### config.mk
export PLATFORM = sky130hd
export DESIGN_NAME = hsv_to_rgb_converter
export DESIGN_NICKNAME = d
export VERILOG_FILES = /design/src/rtl/core/hsv2rgb_pkg.sv /design/src/rtl/core/hsv_to_rgb_converter.sv
export VERILOG_INCLUDE_DIRS = /design/src /design/src/rtl/core
export SDC_FILE = /design/constraint.sdc
export NUM_CORES = 2
export LEC_CHECK = 0
export ABC_CLOCK_PERIOD_IN_PS = 20300
export BUFFER_PORTS_ARGS = -buffer_cell sky130_fd_sc_hd__clkbuf_2
export CAP_MARGIN = 5
export CORE_UTILIZATION = 30
export CTS_CLUSTER_SIZE = 25
export DETAILED_ROUTE_END_ITERATION = 6
export PLACE_DENSITY = 0.52
export SYNTH_ARGS = -nofsm -noshare
export SYNTH_HDL_FRONTEND = slang
export SYNTH_SLANG_ARGS = --single-unit
### constraint.sdc
create_clock -name i_clk -period 20.3 [get_ports i_clk]
set_input_delay 3.045 -clock i_clk [delete_from_list [all_inputs] [get_ports i_clk]]
set_output_delay 3.045 -clock i_clk [all_outputs]
set_load 0.01 [all_outputs]
### src/rtl/core/hsv_to_rgb_converter_macros.svh
// Assertion macros shared by the HSV to RGB converter RTL.
`ifndef HSV_TO_RGB_CONVERTER_MACROS_SVH
`define HSV_TO_RGB_CONVERTER_MACROS_SVH

// Checks that a condition implies a consequence in the same cycle, outside reset.
`define HSV2RGB_ASSERT_IMPLIES(label, clk, rst_n, cond, cons, msg) \
    label: assert property (@(posedge clk) disable iff (!rst_n) (cond) |-> (cons)) \
        else $error(msg);

// Checks that a condition implies a consequence in the next cycle, outside reset.
`define HSV2RGB_ASSERT_NEXT(label, clk, rst_n, cond, cons, msg) \
    label: assert property (@(posedge clk) disable iff (!rst_n) (cond) |=> (cons)) \
        else $error(msg);

`endif

### src/rtl/core/hsv2rgb_pkg.sv
// Shared constants, types and helper functions of the HSV to RGB converter.
package hsv2rgb_pkg;

    // One 60 degree sector of hue in Q9.6 units.
    localparam int unsigned SECTOR_SPAN = 3840;
    // Number of hue sectors that can be tested before clamping (covers hue up to 32767).
    localparam int unsigned SECTOR_TESTS = 8;
    // Highest sector index after clamping.
    localparam logic [2:0] LAST_SECTOR = 3'd5;
    // Full scale of q and t terms, 255 * 256.
    localparam logic [23:0] FULL_Q16 = 24'd65280;
    // Reciprocal of 15 scaled by 2^16, exact for remainders below one sector.
    localparam logic [24:0] FRAC_RECIP = 25'd4370;
    // Reciprocal of 255 scaled by 2^23, exact for inputs up to 255 * 255.
    localparam logic [31:0] DIV255_RECIP = 32'd32897;

    // Destination of one shaded level.
    typedef enum logic [1:0] {
        SLOT_RED   = 2'd0,
        SLOT_GREEN = 2'd1,
        SLOT_BLUE  = 2'd2,
        SLOT_DROP  = 2'd3
    } t_slot;

    typedef t_slot t_route [6];

    // Six-sector routing tables for v, p, q and t.
    localparam t_route ROUTE_V = '{SLOT_RED, SLOT_GREEN, SLOT_GREEN,
                                   SLOT_BLUE, SLOT_BLUE, SLOT_RED};
    localparam t_route ROUTE_P = '{SLOT_BLUE, SLOT_BLUE, SLOT_RED,
                                   SLOT_RED, SLOT_GREEN, SLOT_GREEN};
    localparam t_route ROUTE_Q = '{SLOT_DROP, SLOT_RED, SLOT_DROP,
                                   SLOT_GREEN, SLOT_DROP, SLOT_BLUE};
    localparam t_route ROUTE_T = '{SLOT_GREEN, SLOT_DROP, SLOT_BLUE,
                                   SLOT_DROP, SLOT_RED, SLOT_DROP};

    // Truncating division by 255 through a reciprocal multiply.
    function automatic logic [7:0] div255(input logic [15:0] x);
        logic [31:0] prod;
        prod = {16'd0, x} * DIV255_RECIP;
        return prod[30:23];
    endfunction

    // Picks the level that the routing tables send to one channel.
    function automatic logic [7:0] route_pick(input logic [2:0] sec,
                                              input t_slot     chan,
                                              input logic [7:0] v,
                                              input logic [7:0] p,
                                              input logic [7:0] q,
                                              input logic [7:0] t);
        logic [7:0] res;
        res = 8'd0;
        if (ROUTE_V[sec] == chan) begin
            res = v;
        end else if (ROUTE_P[sec] == chan) begin
            res = p;
        end else if (ROUTE_Q[sec] == chan) begin
            res = q;
        end else if (ROUTE_T[sec] == chan) begin
            res = t;
        end
        return res;
    endfunction

endpackage

### src/rtl/core/hsv_to_rgb_converter.sv
// HSV to 8-bit RGB converter, a six-stage pipeline that takes one pixel per clock.
// Throughput: one request per cycle; o_busy is always low since the pipeline never stalls.
// Each request accepted at a clock edge passes through the six register stages, one multiplier
// deep, and then shows on the result ports with o_done high.
// Reset (i_rst_n low at a clock edge, synchronous) clears every stage valid bit; no
// result appears for requests that were in flight.
module hsv_to_rgb_converter (
    input  logic        i_clk,
    input  logic        i_rst_n,
    input  logic        i_start,
    output logic        o_busy,
    input  logic [14:0] i_hue_deg,
    input  logic [7:0]  i_sat_level,
    input  logic [7:0]  i_val_level,
    output logic        o_done,
    output logic [7:0]  o_red_out,
    output logic [7:0]  o_green_out,
    output logic [7:0]  o_blue_out
);

    logic       accept;

    // Stage valid bits, one per pipeline register stage.
    logic [4:0] r_vld;
    logic       r_done;

    // Stage 1: sector count and remainder within the sector.
    logic [3:0]  r1_sec;
    logic [11:0] r1_rem;
    logic [7:0]  r1_s;
    logic [7:0]  r1_v;
    logic [3:0]  n1_sec;
    logic [11:0] n1_rem;

    // Stage 2: fraction, clamped sector and the p product.
    logic [2:0]  r2_sec;
    logic [7:0]  r2_f8;
    logic [7:0]  r2_s;
    logic [7:0]  r2_v;
    logic [15:0] r2_pp;
    logic [24:0] n2_frac;
    logic [15:0] n2_pp;

    // Stage 3: saturation times fraction terms and the finished p.
    logic [2:0]  r3_sec;
    logic [15:0] r3_sf;
    logic [15:0] r3_st;
    logic [7:0]  r3_s;
    logic [7:0]  r3_v;
    logic [7:0]  r3_p;
    logic [15:0] n3_sf;
    logic [15:0] n3_st;

    // Stage 4: value times the q and t numerators.
    logic [2:0]  r4_sec;
    logic [23:0] r4_yq;
    logic [23:0] r4_yt;
    logic        r4_grey;
    logic [7:0]  r4_v;
    logic [7:0]  r4_p;
    logic [23:0] n4_yq;
    logic [23:0] n4_yt;

    // Stage 5: finished q and t.
    logic [2:0]  r5_sec;
    logic        r5_grey;
    logic [7:0]  r5_v;
    logic [7:0]  r5_p;
    logic [7:0]  r5_q;
    logic [7:0]  r5_t;

    // Output registers.
    logic [7:0]  r_red;
    logic [7:0]  r_green;
    logic [7:0]  r_blue;
    logic [7:0]  n_red;
    logic [7:0]  n_green;
    logic [7:0]  n_blue;

    // The pipeline never holds a request off.
    assign o_busy = 1'b0;
    assign accept = i_start && !o_busy;

    // Sector by comparing against each sector boundary; the remainder removes that many spans.
    always_comb begin
        n1_sec = 4'd0;
        for (int k = 1; k <= int'(hsv2rgb_pkg::SECTOR_TESTS); k++) begin
            if (i_hue_deg >= 15'(k * hsv2rgb_pkg::SECTOR_SPAN)) begin
                n1_sec = n1_sec + 4'd1;
            end
        end
        n1_rem = 12'(i_hue_deg - 15'(n1_sec * hsv2rgb_pkg::SECTOR_SPAN));
    end

    // Fraction is the remainder divided by 15; p product uses 255 - s, which is ~s.
    assign n2_frac = {13'd0, r1_rem} * hsv2rgb_pkg::FRAC_RECIP;
    assign n2_pp   = {8'd0, r1_v} * {8'd0, ~r1_s};

    // Saturation scaled by the fraction and by its complement to 256.
    assign n3_sf = {8'd0, r2_s} * {8'd0, r2_f8};
    assign n3_st = {8'd0, r2_s} * (16'd256 - {8'd0, r2_f8});

    // Value times the numerators; both numerators stay non-negative.
    assign n4_yq = {16'd0, r3_v} * (hsv2rgb_pkg::FULL_Q16 - {8'd0, r3_sf});
    assign n4_yt = {16'd0, r3_v} * (hsv2rgb_pkg::FULL_Q16 - {8'd0, r3_st});

    // Route the four levels to the channels, or give grey when saturation is zero.
    always_comb begin
        if (r5_grey) begin
            n_red   = r5_v;
            n_green = r5_v;
            n_blue  = r5_v;
        end else begin
            n_red   = hsv2rgb_pkg::route_pick(r5_sec, hsv2rgb_pkg::SLOT_RED,
                                              r5_v, r5_p, r5_q, r5_t);
            n_green = hsv2rgb_pkg::route_pick(r5_sec, hsv2rgb_pkg::SLOT_GREEN,
                                              r5_v, r5_p, r5_q, r5_t);
            n_blue  = hsv2rgb_pkg::route_pick(r5_sec, hsv2rgb_pkg::SLOT_BLUE,
                                              r5_v, r5_p, r5_q, r5_t);
        end
    end

    // Valid bits move one stage per clock.
    always_ff @(posedge i_clk) begin
        if (!i_rst_n) begin
            r_vld  <= '0;
            r_done <= 1'b0;
        end else begin
            r_vld  <= {r_vld[3:0], accept};
            r_done <= r_vld[4];
        end
    end

    // Payload registers load every cycle; the valid bits say which are live.
    always_ff @(posedge i_clk) begin
        r1_sec  <= n1_sec;
        r1_rem  <= n1_rem;
        r1_s    <= i_sat_level;
        r1_v    <= i_val_level;

        r2_sec  <= (r1_sec > {1'b0, hsv2rgb_pkg::LAST_SECTOR}) ?
                   hsv2rgb_pkg::LAST_SECTOR : r1_sec[2:0];
        r2_f8   <= n2_frac[23:16];
        r2_s    <= r1_s;
        r2_v    <= r1_v;
        r2_pp   <= n2_pp;

        r3_sec  <= r2_sec;
        r3_sf   <= n3_sf;
        r3_st   <= n3_st;
        r3_s    <= r2_s;
        r3_v    <= r2_v;
        r3_p    <= hsv2rgb_pkg::div255(r2_pp);

        r4_sec  <= r3_sec;
        r4_yq   <= n4_yq;
        r4_yt   <= n4_yt;
        r4_grey <= (r3_s == 8'd0);
        r4_v    <= r3_v;
        r4_p    <= r3_p;

        // Division by 65280 is a shift by 8 and then a division by 255.
        r5_sec  <= r4_sec;
        r5_grey <= r4_grey;
        r5_v    <= r4_v;
        r5_p    <= r4_p;
        r5_q    <= hsv2rgb_pkg::div255(r4_yq[23:8]);
        r5_t    <= hsv2rgb_pkg::div255(r4_yt[23:8]);

        r_red   <= n_red;
        r_green <= n_green;
        r_blue  <= n_blue;
    end

    assign o_done      = r_done;
    assign o_red_out   = r_red;
    assign o_green_out = r_green;
    assign o_blue_out  = r_blue;

`include "hsv_to_rgb_converter_macros.svh"

    // A result strobe always traces back to an earlier request.
    `HSV2RGB_ASSERT_IMPLIES(a_done_has_request, i_clk, i_rst_n, o_done, $past(i_start, 6), "result without a request")

    // The value level always reaches one of the channels.
    `HSV2RGB_ASSERT_IMPLIES(a_value_routed, i_clk, i_rst_n, o_done, (o_red_out == $past(i_val_level, 6)) || (o_green_out == $past(i_val_level, 6)) || (o_blue_out == $past(i_val_level, 6)), "value level not routed")

    // Zero saturation gives equal channels.
    `HSV2RGB_ASSERT_IMPLIES(a_grey_equal, i_clk, i_rst_n, o_done && ($past(i_sat_level, 6) == 8'd0), (o_red_out == o_green_out) && (o_green_out == o_blue_out), "grey pixel has unequal channels")

    // The clamped sector entering stage 3 never exceeds the last sector.
    `HSV2RGB_ASSERT_NEXT(a_sector_clamped, i_clk, i_rst_n, r_vld[0], r2_sec <= hsv2rgb_pkg::LAST_SECTOR, "sector out of range after clamp")

endmodule
==> key figures <==
Synthesis
  • Synth warnings: 0
  • Dominant synthesized flop cell: dfxtp_1
  • Mean Syn Cell Area: ~9.4 sq um
  • Distinct cells, synth: 90
  • FFs w/ async S/R, synth: 0%
  • Synth Instances: between 2k and 3k
  • Syn nets: about 3.7k
  • Largest area contributor in the netlist: fa_1
  • Mapped Area: 26900 sq um
  • Synth top area cells: fa_1 24%, ha_1 22%, dfxtp_1 19%, inv_1 7.4%, and2_1 4.6%
  • Number of synthesized flops with an enable pin: 0
  • Seq/Total Area, Yosys: between 10% and 20%
  • Synth top area share: between 20 and 25%
  • FF+latch count, synth: about 250

Floorplanning
  • Starting Density: 30.3%
  • IO Pins: 60
  • Die Area: 90900 sq um
  • Chip height: about 300 microns
  • Die width: between 300 and 400 microns
  • # rows: roughly 110
  • Core Area: 88600 sq um

Detailed routing
  • Final antenna-violating net count: 0
  • Via count: 18.1k
  • Avg WL per Cell: about 13 microns
  • First-pass detailed-route iteration total: 7
  • Final WL: 54400 microns
  • # DRC: 8
  • DR vias/cell: 4.41
  • Initial drt markers: 603

STA
  • Fin crit period: approximately 8600 ps
  • Fin Setup TNS: 0 ps
  • Max_slew headroom: 26.6%
  • Slew Limit Fails: 0
  • Final worst path period share: a little over two fifths
  • Worst Tran Pin Value: 1090 ps
  • Endpoints failing hold: 0
  • RSZ-0062 raised after global routing: false
  • Final setup violation count: 0
  • Max Clock Skew: approximately 22 ps
  • FMAX: around 0.12 GHz

Place
  • GP Congestion: 0.808
  • IO buf count: 58
  • Post-DP HPWL: between 40000 and 50000 microns
  • Placed Area: 28500 sq um
  • Placed insts: around 4.0k

Clock tree
  • CTS buffer count: 34
  • # hold bufs at CTS: 0
  • Clk slew on worst S/H paths: approximately 60 ps
  • Postcts setup bufs: 0
  • Worst-Skew Late Latency: around 550 ps
  • Bufs on Longest Clock Path: 3
  • CTS tree: done
  • Root Driver: clkbuf_16
  • H-tree Lvls: 2
  • CTS sink cnt: 251
  • CTS resizes: 0

Min path
  • Tightest Hold Check Type: reg2reg

Worst setup path
  • Cell mode on critical path: ha_1
  • R2R setup slack: ~13000 ps
  • Crit path capture type: register
  • Crit-path max FO: 18
  • Critical path startpoint category: input port
  • Slowest stage cell on the critical path: ha_1
  • Critical path's largest stage delay: between 400 and 500 ps
  • Critical path class: in2reg
  • Req. time, crit path: between 20000 and 25000 ps
  • Arr. time, crit path: about 9000 ps

Global route
  • Largest net degree at the start of global routing: 36
  • Total gr overflow: 0
  • Total GRT Usage: around 13%
  • First-pass GRT wire length: 94000 microns
  • Antenna violations before repair: 2
  • Number of global-route vias before repair: 18.7k

Layout
  • Most frequent cells in the layout: 527 x inv_1, 466 x ha_1, 326 x fa_1
  • Non-filler cells, final: between 4k and 5k
  • Commonest non-fill, non-tap cell in the layout: inv_1
  • Final Cell Area: about 30000 sq um
  • Share of cells above drive strength 1: under 10%
  • Net total in the final layout: about 3.7k
  • Area delta synth->final: 10.3%
  • Post-layout util: about a third

Run status
  • Status: complete, but fails checks
  • Failing checks: design-rule violations

Run
  • Max-cap violations: 0
## registers in the layout, summed over array words and instances, names as in the netlist, 5 cells and up
name / count
r5_q: 8
r3_st: 16
o_red_out: 8
r1_rem: 12
r4_yt: 16
r5_p: 8
r3_p: 8
r3_v: 8
r1_v: 8
r3_sf: 15
r4_v: 8
r2_v: 8
r4_yq: 16
r5_v: 8
r4_p: 8
o_blue_out: 8
r2_pp: 16
r3_s: 8
r_vld: 5
r1_s: 8
r2_f8: 8
o_green_out: 8
r2_s: 8
r5_t: 8
## cells in the mapped netlist, types with 8 or more instances
cell type / count
nand3_1: 17
nand4_1: 9
inv_1: 527
a22oi_1: 16
nor2_1: 119
a21o_1: 19
o21a_1: 14
nor2b_1: 51
o211ai_1: 8
xor2_1: 43
a31oi_1: 10
nand2b_1: 37
a21oi_1: 71
nor3_1: 26
dfxtp_1: 251
ha_1: 466
mux2_2: 9
a222oi_1: 8
fa_1: 326
and2_1: 199
o21ai_0: 55
clkbuf_1: 49
nand2_1: 270
xnor2_1: 102
## metal layers
layer  vias to the layer above  wire length [microns]  track usage (%)
li1                       9182                      -                -
met1                      8621                  27800             17.9
met2                       194                  23600             20.1
met3                        54                   1910             1.75
met4                         0                   1080             3.05
met5                         -                      0                0
## cell families (layout without fill, tap and decap cells)
| group | Yosys count | in the layout | share of synthesized area (%) |
|---|---|---|---|
| adders and majority gates | 792 | 792 | 45.9 |
| muxes | 12 | 12 | 0.488 |
| buffers and inverters | 585 | 663 | 8.29 |
| and+or+nand+nor | 786 | 786 | 14.8 |
| DFF | 251 | 251 | 18.7 |
| xor gates and xnor gates | 150 | 150 | 5.07 |
| AOI/OAI and AO/OA | 270 | 270 | 6.77 |
| other | 1 | 5 | 0.0139 |
## path summary, 6_finish.rpt
| kind | to | depth (start not counted) | from |
|---|---|---|---|
| max | r1_rem[11] | 27 | i_hue_deg[12] |
| min | r3_v[0] | 0 | r2_v[0] |
| max reg2reg | r4_yq[23] | 22 | r3_st[0] |
| min reg2reg | r3_v[0] | 0 | r2_v[0] |
## critical path: cells and delay by family
family	cells	cell delay (ps)
AOI/OAI and AO/OA	4	850
buffers and inverters	3	410
and+or+nand+nor	6	1220
adders and majority gates	7	2170
xor gates and xnor gates	3	530
muxes	4	810
## metrics by stage
| step | worst slack, ps | hold WS (ps) |
|---|---|---|
| finish | 11740 | 321 |
| global route | 11300 | 329 |
| CTS | 11740 | 324 |
| detailed placement | 11190 | 312 |
| global placement | 11250 | 311 |
| floorplan | 11860 | 310 |
## cell type report
type	instances	area (sq um)
well taps	1165	1460
clock inverters	16	168
fillers	9261	59000
inverters	529	1990
multi-input cells	2011	19600
diodes	4	10.0
clock buffers	45	983
repair buffers	73	403
flip-flops and latches	251	5030
Power is not shown: default switching activity piles up to over one toggle a cycle in this logic, so the estimate is an artifact.
